`src/rtl/lpsfr_pkg.sv`:
```
`timescale 1ns / 1ps
// ----------------------------------------------------------------------------
// lpsfr_pkg
// Shared types and constants for the length-prefixed SLIP frame receiver.
// ----------------------------------------------------------------------------
package lpsfr_pkg;

  // default payload buffer size in bytes; declared lengths stay below it
  localparam int unsigned MSG_MAX_DEF = 64;

  // framing bytes
  localparam logic [7:0] END_BYTE = 8'hC0;
  localparam logic [7:0] ESC_BYTE = 8'hDB;
  localparam logic [7:0] ESC_XOR  = 8'h20;
  localparam logic [7:0] MIN_LEN  = 8'd2;

  // configuration
  localparam logic [15:0] TIMEOUT_RESET    = 16'd100;
  localparam logic [1:0]  REG_IDLE_TIMEOUT = 2'd0;

  // result kinds
  typedef enum logic [1:0] {
    KIND_DATA  = 2'd0,
    KIND_GOOD  = 2'd1,
    KIND_BAD   = 2'd2,
    KIND_ABORT = 2'd3
  } kind_t;

  // one result request
  typedef struct packed {
    kind_t      kind;
    logic [7:0] payload_byte;
    logic [5:0] byte_index;
    logic [5:0] frame_length;
  } result_t;

endpackage

```
`src/rtl/lpsfr_core.sv`:
```
`timescale 1ns / 1ps
// ----------------------------------------------------------------------------
// lpsfr_core
// Frame state and per-request decode: frame start, unescaping, end check and
// idle timeout. Produces at most one result per accepted request.
// ----------------------------------------------------------------------------
module lpsfr_core import lpsfr_pkg::*; #(
  parameter int unsigned MSG_MAX = MSG_MAX_DEF
) (
  input  logic        clk,
  input  logic        rst,
  input  logic        take,
  input  logic        command,
  input  logic [7:0]  rx_byte,
  input  logic [15:0] idle_timeout_ms,
  output logic        res_valid,
  output result_t     res
);

  localparam int unsigned LEN_W = $clog2(MSG_MAX);
  localparam int unsigned CNT_W = $clog2(MSG_MAX + 1);

  logic [LEN_W-1:0] expected_length, expected_length_next;
  logic [CNT_W-1:0] stored_count, stored_count_next;
  logic             escape_pending, escape_pending_next;
  logic [15:0]      idle_ticks, idle_ticks_next;

  logic             in_frame;
  logic             len_ok;
  logic             count_full;
  logic [7:0]       data_byte;

  assign in_frame   = (expected_length != '0);
  assign len_ok     = (rx_byte >= MIN_LEN) && ({1'b0, rx_byte} < 9'(MSG_MAX));
  assign count_full = (stored_count >= CNT_W'(MSG_MAX));
  assign data_byte  = escape_pending ? (rx_byte ^ ESC_XOR) : rx_byte;

  // next state and result for one request
  always_comb begin
    expected_length_next = expected_length;
    stored_count_next    = stored_count;
    escape_pending_next  = escape_pending;
    idle_ticks_next      = idle_ticks;
    res_valid            = 1'b0;
    res.kind             = KIND_DATA;
    res.payload_byte     = 8'h00;
    res.byte_index       = 6'(stored_count);
    res.frame_length     = 6'(expected_length);

    if (command) begin
      // millisecond tick
      if (in_frame) begin
        if (idle_ticks >= idle_timeout_ms) begin
          res_valid            = 1'b1;
          res.kind             = KIND_ABORT;
          expected_length_next = '0;
          escape_pending_next  = 1'b0;
        end else begin
          idle_ticks_next = idle_ticks + 16'd1;
        end
      end
    end else begin
      idle_ticks_next = '0;
      if (!in_frame) begin
        // length prefix opens a frame
        if (len_ok) begin
          expected_length_next = LEN_W'(rx_byte);
          stored_count_next    = '0;
          escape_pending_next  = 1'b0;
        end
      end else if (rx_byte == END_BYTE) begin
        res_valid            = 1'b1;
        res.kind             = (stored_count == CNT_W'(expected_length)) ? KIND_GOOD
                                                                         : KIND_BAD;
        expected_length_next = '0;
        escape_pending_next  = 1'b0;
      end else if (!count_full) begin
        if (rx_byte == ESC_BYTE) begin
          escape_pending_next = 1'b1;
        end else begin
          res_valid           = 1'b1;
          res.kind            = KIND_DATA;
          res.payload_byte    = data_byte;
          escape_pending_next = 1'b0;
          stored_count_next   = CNT_W'(stored_count + 1'b1);
        end
      end
    end
  end

  // frame state registers
  always_ff @(posedge clk) begin
    if (rst) begin
      expected_length <= '0;
      stored_count    <= '0;
      escape_pending  <= 1'b0;
      idle_ticks      <= '0;
    end else if (take) begin
      expected_length <= expected_length_next;
      stored_count    <= stored_count_next;
      escape_pending  <= escape_pending_next;
      idle_ticks      <= idle_ticks_next;
    end
  end

endmodule

```
`src/rtl/lpsfr_obuf.sv`:
```
`timescale 1ns / 1ps
// ----------------------------------------------------------------------------
// lpsfr_obuf
// Output register with one skid entry, so the input side keeps flowing after
// the receiver stalls until a result has to be held in the skid entry.
// ----------------------------------------------------------------------------
module lpsfr_obuf import lpsfr_pkg::*; (
  input  logic    clk,
  input  logic    rst,
  input  logic    push,
  input  result_t push_res,
  output logic    full,
  output logic    out_valid,
  input  logic    out_stall,
  output result_t out_res
);

  logic    skid_valid;
  result_t skid_res;

  assign full = skid_valid;

  // head and skid control
  always_ff @(posedge clk) begin
    if (rst) begin
      out_valid  <= 1'b0;
      skid_valid <= 1'b0;
    end else if (!out_valid || !out_stall) begin
      if (skid_valid) begin
        out_valid  <= 1'b1;
        skid_valid <= 1'b0;
      end else begin
        out_valid <= push;
      end
    end else if (push) begin
      skid_valid <= 1'b1;
    end
  end

  // payload
  always_ff @(posedge clk) begin
    if (!out_valid || !out_stall) begin
      out_res <= skid_valid ? skid_res : push_res;
    end else if (push) begin
      skid_res <= push_res;
    end
  end

endmodule

```
`src/rtl/length_prefixed_slip_frame_receiver.sv`:
```
`timescale 1ns / 1ps
// ----------------------------------------------------------------------------
// length_prefixed_slip_frame_receiver
// Deframes a SLIP-style, length-prefixed UART byte stream with idle timeout.
// ----------------------------------------------------------------------------
// Input channel (in_valid / in_stall): each request is either a received byte
// (command 0, rx_byte) or a one millisecond tick (command 1).
// Output channel (out_valid / out_stall): zero or one result per request:
// a payload byte with its index, or a good end, bad end or timeout abort,
// each carrying the declared frame length.
// A result is decoded combinationally and registered in the output register
// (or the skid entry while stalled). Throughput: one request per cycle while
// in_stall is low, set by the single decode stage before the output register.
// Stall: the output register is backed by one skid entry; once that entry is
// occupied in_stall rises until the receiver takes the waiting result.
// Reset: no frame open, no result pending, idle_timeout_ms back to 100.
// Configuration: APB, register 0 at byte address 0 holds idle_timeout_ms;
// write it only while no frame traffic is in flight.
// ----------------------------------------------------------------------------
module length_prefixed_slip_frame_receiver import lpsfr_pkg::*; #(
  parameter int unsigned MSG_MAX = MSG_MAX_DEF
) (
  input  logic        clk,
  input  logic        rst,
  // configuration
  input  logic        psel,
  input  logic        penable,
  input  logic        pwrite,
  input  logic [3:0]  paddr,
  input  logic [31:0] pwdata,
  output logic [31:0] prdata,
  output logic        pready,
  // input channel
  input  logic        in_valid,
  output logic        in_stall,
  input  logic        command,
  input  logic [7:0]  rx_byte,
  // output channel
  output logic        out_valid,
  input  logic        out_stall,
  output logic [1:0]  kind,
  output logic [7:0]  payload_byte,
  output logic [5:0]  byte_index,
  output logic [5:0]  frame_length
);

  logic [15:0] idle_timeout_ms;
  logic        take;
  logic        res_valid;
  result_t     res;
  result_t     out_res;
  logic        buf_full;

  // configuration register
  assign pready = 1'b1;
  assign prdata = (paddr[3:2] == REG_IDLE_TIMEOUT) ? 32'(idle_timeout_ms) : '0;

  always_ff @(posedge clk) begin
    if (rst) begin
      idle_timeout_ms <= TIMEOUT_RESET;
    end else if (psel && penable && pwrite && pready &&
                 (paddr[3:2] == REG_IDLE_TIMEOUT)) begin
      idle_timeout_ms <= pwdata[15:0];
    end
  end

  // request acceptance
  assign in_stall = buf_full;
  assign take     = in_valid && !in_stall;

  lpsfr_core #(
    .MSG_MAX (MSG_MAX)
  ) u_core (
    .clk             (clk),
    .rst             (rst),
    .take            (take),
    .command         (command),
    .rx_byte         (rx_byte),
    .idle_timeout_ms (idle_timeout_ms),
    .res_valid       (res_valid),
    .res             (res)
  );

  lpsfr_obuf u_obuf (
    .clk       (clk),
    .rst       (rst),
    .push      (take && res_valid),
    .push_res  (res),
    .full      (buf_full),
    .out_valid (out_valid),
    .out_stall (out_stall),
    .out_res   (out_res)
  );

  // result fields
  assign kind         = out_res.kind;
  assign payload_byte = out_res.payload_byte;
  assign byte_index   = out_res.byte_index;
  assign frame_length = out_res.frame_length;

  // checks
  a_stall_needs_result: assert property (@(posedge clk) disable iff (rst)
    in_stall |-> out_valid)
    else $error("input stalled with no result waiting");

  a_held_result_stays: assert property (@(posedge clk) disable iff (rst)
    (out_valid && out_stall) |=> out_valid)
    else $error("stalled result dropped");

  a_good_end_counts: assert property (@(posedge clk) disable iff (rst)
    (out_valid && (kind == KIND_GOOD)) |-> (byte_index == frame_length))
    else $error("good end with mismatched count");

  a_end_no_payload: assert property (@(posedge clk) disable iff (rst)
    (out_valid && (kind != KIND_DATA)) |-> (payload_byte == 8'h00))
    else $error("frame end carries payload");

endmodule

```
`config.mk`:
```
export PLATFORM = sky130hd
export DESIGN_NAME = length_prefixed_slip_frame_receiver
export DESIGN_NICKNAME = d
export VERILOG_FILES = /design/src/rtl/lpsfr_pkg.sv /design/src/rtl/lpsfr_core.sv /design/src/rtl/lpsfr_obuf.sv /design/src/rtl/length_prefixed_slip_frame_receiver.sv
export SDC_FILE = /design/constraint.sdc
export NUM_CORES = 1
export LEC_CHECK = 0
export ABC_AREA = 1
export ABC_CLOCK_PERIOD_IN_PS = 3000
export BUFFER_PORTS_ARGS = -buffer_cell sky130_fd_sc_hd__buf_2
export CELL_PAD_IN_SITES_DETAIL_PLACEMENT = 0
export CELL_PAD_IN_SITES_GLOBAL_PLACEMENT = 1
export CORE_UTILIZATION = 40
export DETAILED_ROUTE_END_ITERATION = 12
export PLACE_DENSITY_LB_ADDON = 0.3
export REMOVE_ABC_BUFFERS = 1
export SYNTH_ARGS = -nofsm -noshare
export SYNTH_HDL_FRONTEND = slang
export SYNTH_SLANG_ARGS = --single-unit
```
`constraint.sdc`:
```
create_clock -name clk -period 3 [get_ports clk]
set_clock_uncertainty 0.05 [all_clocks]
set_input_delay 0 -clock clk [delete_from_list [all_inputs] [get_ports clk]]
set_output_delay 0 -clock clk [all_outputs]
set_load 0.05 [all_outputs]
```
==> qor.txt <==
Initial drt markers -> 178
Final worst path period need -> 2.347 ns
Synth unique cells -> 44
Area fraction of the dominant cell type after synthesis -> 26.18%
Number of cells on the worst hold path -> 2
Core footprint -> 0.01216 mm²
Die width -> 114.3 µm
Actual transition at the worst max-transition pin -> 0.9067 ns
Area occupied by registers -> 0.002282 mm²
Count of antenna diodes in the layout -> 0
Most common cell after layout, fill and taps aside -> sky130_fd_sc_hd__nand2_1
Quantity of gates resized following cts -> 0
DRC violations left -> 0
Final-stage net count -> 782
Residual overflow from global routing -> 0
Area enclosed by the die boundary -> 0.01307 mm²
Peak ir drop on the vdd network -> 0.0002582 V
Run status -> complete, no violations
Required time of the worst setup path -> 2.97 ns
Number of search-and-repair iterations in the first detailed-routing pass -> 4
Total non-filler cell area in the finished layout -> 0.006002 mm²
CTS Hold Buffers Added -> 23
# setup viols final -> 0
Count of flip-flops with a built-in enable after synthesis -> 44
CTS max path bufs -> 2
Post-CTS setup buffer count -> 0
Register-to-register setup slack -> 0.65 ns
Vias in the first global route -> 4,103
Number of storage elements in the synthesis netlist -> 92
Number of clock buffers inserted by TritonCTS -> 9
Min-delay src -> rst
Leak -> 2.625 nW
Cell area after synthesis -> 0.005047 mm²
Fraction of layout cells with a size suffix above 1 -> 18.99%
Layout area overhead -> 18.91%
Top_reg_cell synth -> sky130_fd_sc_hd__dfxtp_1
Proportion of register bits with asynchronous set or reset after synthesis -> 0%
Largest net degree at the start of global routing -> 36
Placement Cell Area -> 0.005485 mm²
Row count -> 40
DRT antenna net count -> 0
Average size of a mapped cell -> 8.128 µm²
Routed vias -> 4,233
Area of the multi-input gates -> 0.002332 mm²
Hold WS -> 0.03101 ns
Hold Crit Class -> in -> reg
GRT Resource Usage Total -> 18.32%
Initial antenna violation count -> 0
Initial core utilization -> 41.50%
CTS tree -> yes
Type of the worst setup path -> reg -> reg
R2r startpoint -> u_core.idle_ticks[7]
Synth Warn # -> 0
Final routed wire length divided by cell count -> 12.77 µm
Fmax -> 426.1 MHz
CP startpoint kind -> flip-flop
Sequential element share of the synthesized area -> 45.22%
Number of instances in the synthesized netlist -> 621
Weighted congestion at the end of routability-driven global placement -> 0.7984
Most area-consuming cells after synthesis -> sky130_fd_sc_hd__edfxtp_1, sky130_fd_sc_hd__dfxtp_1, sky130_fd_sc_hd__nand2_1, sky130_fd_sc_hd__nor2_1, sky130_fd_sc_hd__ha_1
Final number of hold-violating endpoints -> 0
# H-tree levels -> 3
CTS root buf -> sky130_fd_sc_hd__clkbuf_16
End point of the most critical hold path -> u_core.stored_count[5]
First-pass GRT wire length -> 18.82 mm
Mean number of vias per cell -> 4.788
Height of the die -> 114.3 µm
Critical path endpoint category -> flip-flop
Relative slew slack -> 39.37%
Clock latency reported for the late side of the worst-skew pair -> 0.35 ns
Data arrival time at the worst-slack endpoint -> 2.32 ns
Dominant cell type by area after synthesis -> sky130_fd_sc_hd__edfxtp_1
Commonest cells after routing, fill and taps aside -> sky130_fd_sc_hd__nand2_1, sky130_fd_sc_hd__buf_2, sky130_fd_sc_hd__nor2_1, sky130_fd_sc_hd__inv_1, sky130_fd_sc_hd__dfxtp_1
Total clock sinks -> 92
DPL Wire Length -> 8.032 mm
Ratio of total power to cell area -> 562.4 mW/mm²
Filler cells -> 1,242
Aggregate routed wire length -> 11.29 mm
Final worst path period share -> 78.22%
Max-cap violations -> 0
Setup TNS -> 0 ns
Cell count of the worst reg-to-reg path -> 12
Peak fanout along the critical path -> 22
Number of ports placed on the die boundary -> 109
Quantity of I/O buffers inserted on ports -> 73
RSZ-0062 raised after global routing -> false
Reg clk slew, reported paths -> 0.07 ns
Number of pins exceeding their max-slew limit in the final report -> 0
Reg-to-reg endpoint -> u_obuf.skid_res[8]
-- through the flow --
step / util, % / total power [W] / cells / setup slack [ns]
5_1_grt: 49.35 / 0.003526 / 884 / 0.4864
6_report: 49.35 / 0.003376 / 884 / 0.6533
2_1_floorplan: - / 0.002101 / 601 / 0.1105
3_3_place_gp: 45.10 / 0.002271 / 845 / 0.7369
3_5_place_dp: 45.10 / 0.002282 / 845 / 0.6771
4_1_cts: 49.35 / 0.003401 / 884 / 0.6439
-- layer usage --
layer  track usage (%)  share of wire (%)
met5                 0                  0
met2             33.94                 52
met3             4.500                2.8
met4             4.762                1.2
met1             20.91                 44
-- how the worst max path moves through the flow --
stage,to,depth (start not counted),slack (ns),from
floorplan,u_obuf.skid_res[0],7,0.11,u_obuf.full
global placement,u_obuf.skid_res[10],11,0.74,u_core.idle_ticks[0]
detailed placement,u_obuf.skid_res[8],12,0.68,u_core.idle_ticks[7]
CTS,u_obuf.skid_res[8],12,0.64,u_core.idle_ticks[7]
global route,u_obuf.skid_res[10],14,0.49,u_core.idle_ticks[0]
finish,u_obuf.skid_res[8],12,0.65,u_core.idle_ticks[7]
-- where the power goes --
part	switching (W)	leakage, nW	total [W]	internal [W]
Sequential	0.0000352	0.862	0.00144	0.00140
Combinational	0.000621	1.62	0.000835	0.000214
Clock	0.000512	0.139	0.00110	0.000592
-- layout make-up --
type | count | share of cell area [%]
Clock inverter | 6 | 0.7922
Multi-Input combinational cell | 439 | 38.86
Inverter | 70 | 4.545
Tap cell | 168 | 3.502
Timing Repair Buffer | 99 | 10.30
Sequential cell | 92 | 38.02
Clock buffer | 10 | 3.982
-- critical path, cell delays in order (launching register included) --
cell and delay, ns:
sky130_fd_sc_hd__dfxtp_1 0.38, sky130_fd_sc_hd__ha_1 0.33, sky130_fd_sc_hd__nand2_1 0.06, sky130_fd_sc_hd__inv_1 0.07, sky130_fd_sc_hd__nand2_1 0.06, sky130_fd_sc_hd__nor2_1 0.10
sky130_fd_sc_hd__nor2_1 0.04, sky130_fd_sc_hd__nand2_1 0.08, sky130_fd_sc_hd__nand2_2 0.09, sky130_fd_sc_hd__nand3_2 0.19, sky130_fd_sc_hd__nand2_1 0.13, sky130_fd_sc_hd__nor2_1 0.10
sky130_fd_sc_hd__buf_4 0.31
-- cell families after synthesis --
| group | Yosys count | share of synthesized area [%] |
|---|---|---|
| DFF | 92 | 45.22 |
| AOI/OAI and AO/OA | 81 | 8.652 |
| other | 2 | 0.1488 |
| adders and majority gates | 19 | 4.710 |
| and+or+nand+nor | 304 | 28.46 |
| xor gates and xnor gates | 18 | 3.124 |
| buffers and inverters | 105 | 9.692 |
-- cell usage after synthesis, types with 2 or more instances --
cell and instances:
sky130_fd_sc_hd__o21ai_1 2, sky130_fd_sc_hd__nand2_8 2, sky130_fd_sc_hd__nor2_2 5, sky130_fd_sc_hd__ha_1 19
sky130_fd_sc_hd__nor2_1 67, sky130_fd_sc_hd__nand2_2 7, sky130_fd_sc_hd__nor3_2 2, sky130_fd_sc_hd__buf_2 5
sky130_fd_sc_hd__xor2_1 15, sky130_fd_sc_hd__edfxtp_1 44, sky130_fd_sc_hd__nor2_4 2, sky130_fd_sc_hd__o21ai_0 26
sky130_fd_sc_hd__buf_4 17, sky130_fd_sc_hd__buf_6 2, sky130_fd_sc_hd__a21oi_1 41, sky130_fd_sc_hd__nor3_1 9
sky130_fd_sc_hd__nand3_1 29, sky130_fd_sc_hd__clkbuf_1 11, sky130_fd_sc_hd__conb_1 2, sky130_fd_sc_hd__dfxtp_1 48
sky130_fd_sc_hd__inv_1 56, sky130_fd_sc_hd__o211ai_1 3, sky130_fd_sc_hd__inv_2 11, sky130_fd_sc_hd__xnor2_1 3
sky130_fd_sc_hd__nor2_8 3, sky130_fd_sc_hd__nand2_1 156, sky130_fd_sc_hd__a21oi_2 3, sky130_fd_sc_hd__nand3_4 2
sky130_fd_sc_hd__nand4_1 13, sky130_fd_sc_hd__o22ai_1 2
-- state kept, by name, summed over array words and instances (netlist names) --
name                    count
u_core.stored_count         7
u_obuf.skid_res            22
idle_timeout_ms            16
u_core.expected_length      6
u_obuf.full                 1
u_core.escape_pending       1
u_obuf.out_valid            1
u_obuf.out_res             22
u_core.idle_ticks          16
(Power assumes the default switching activity.)
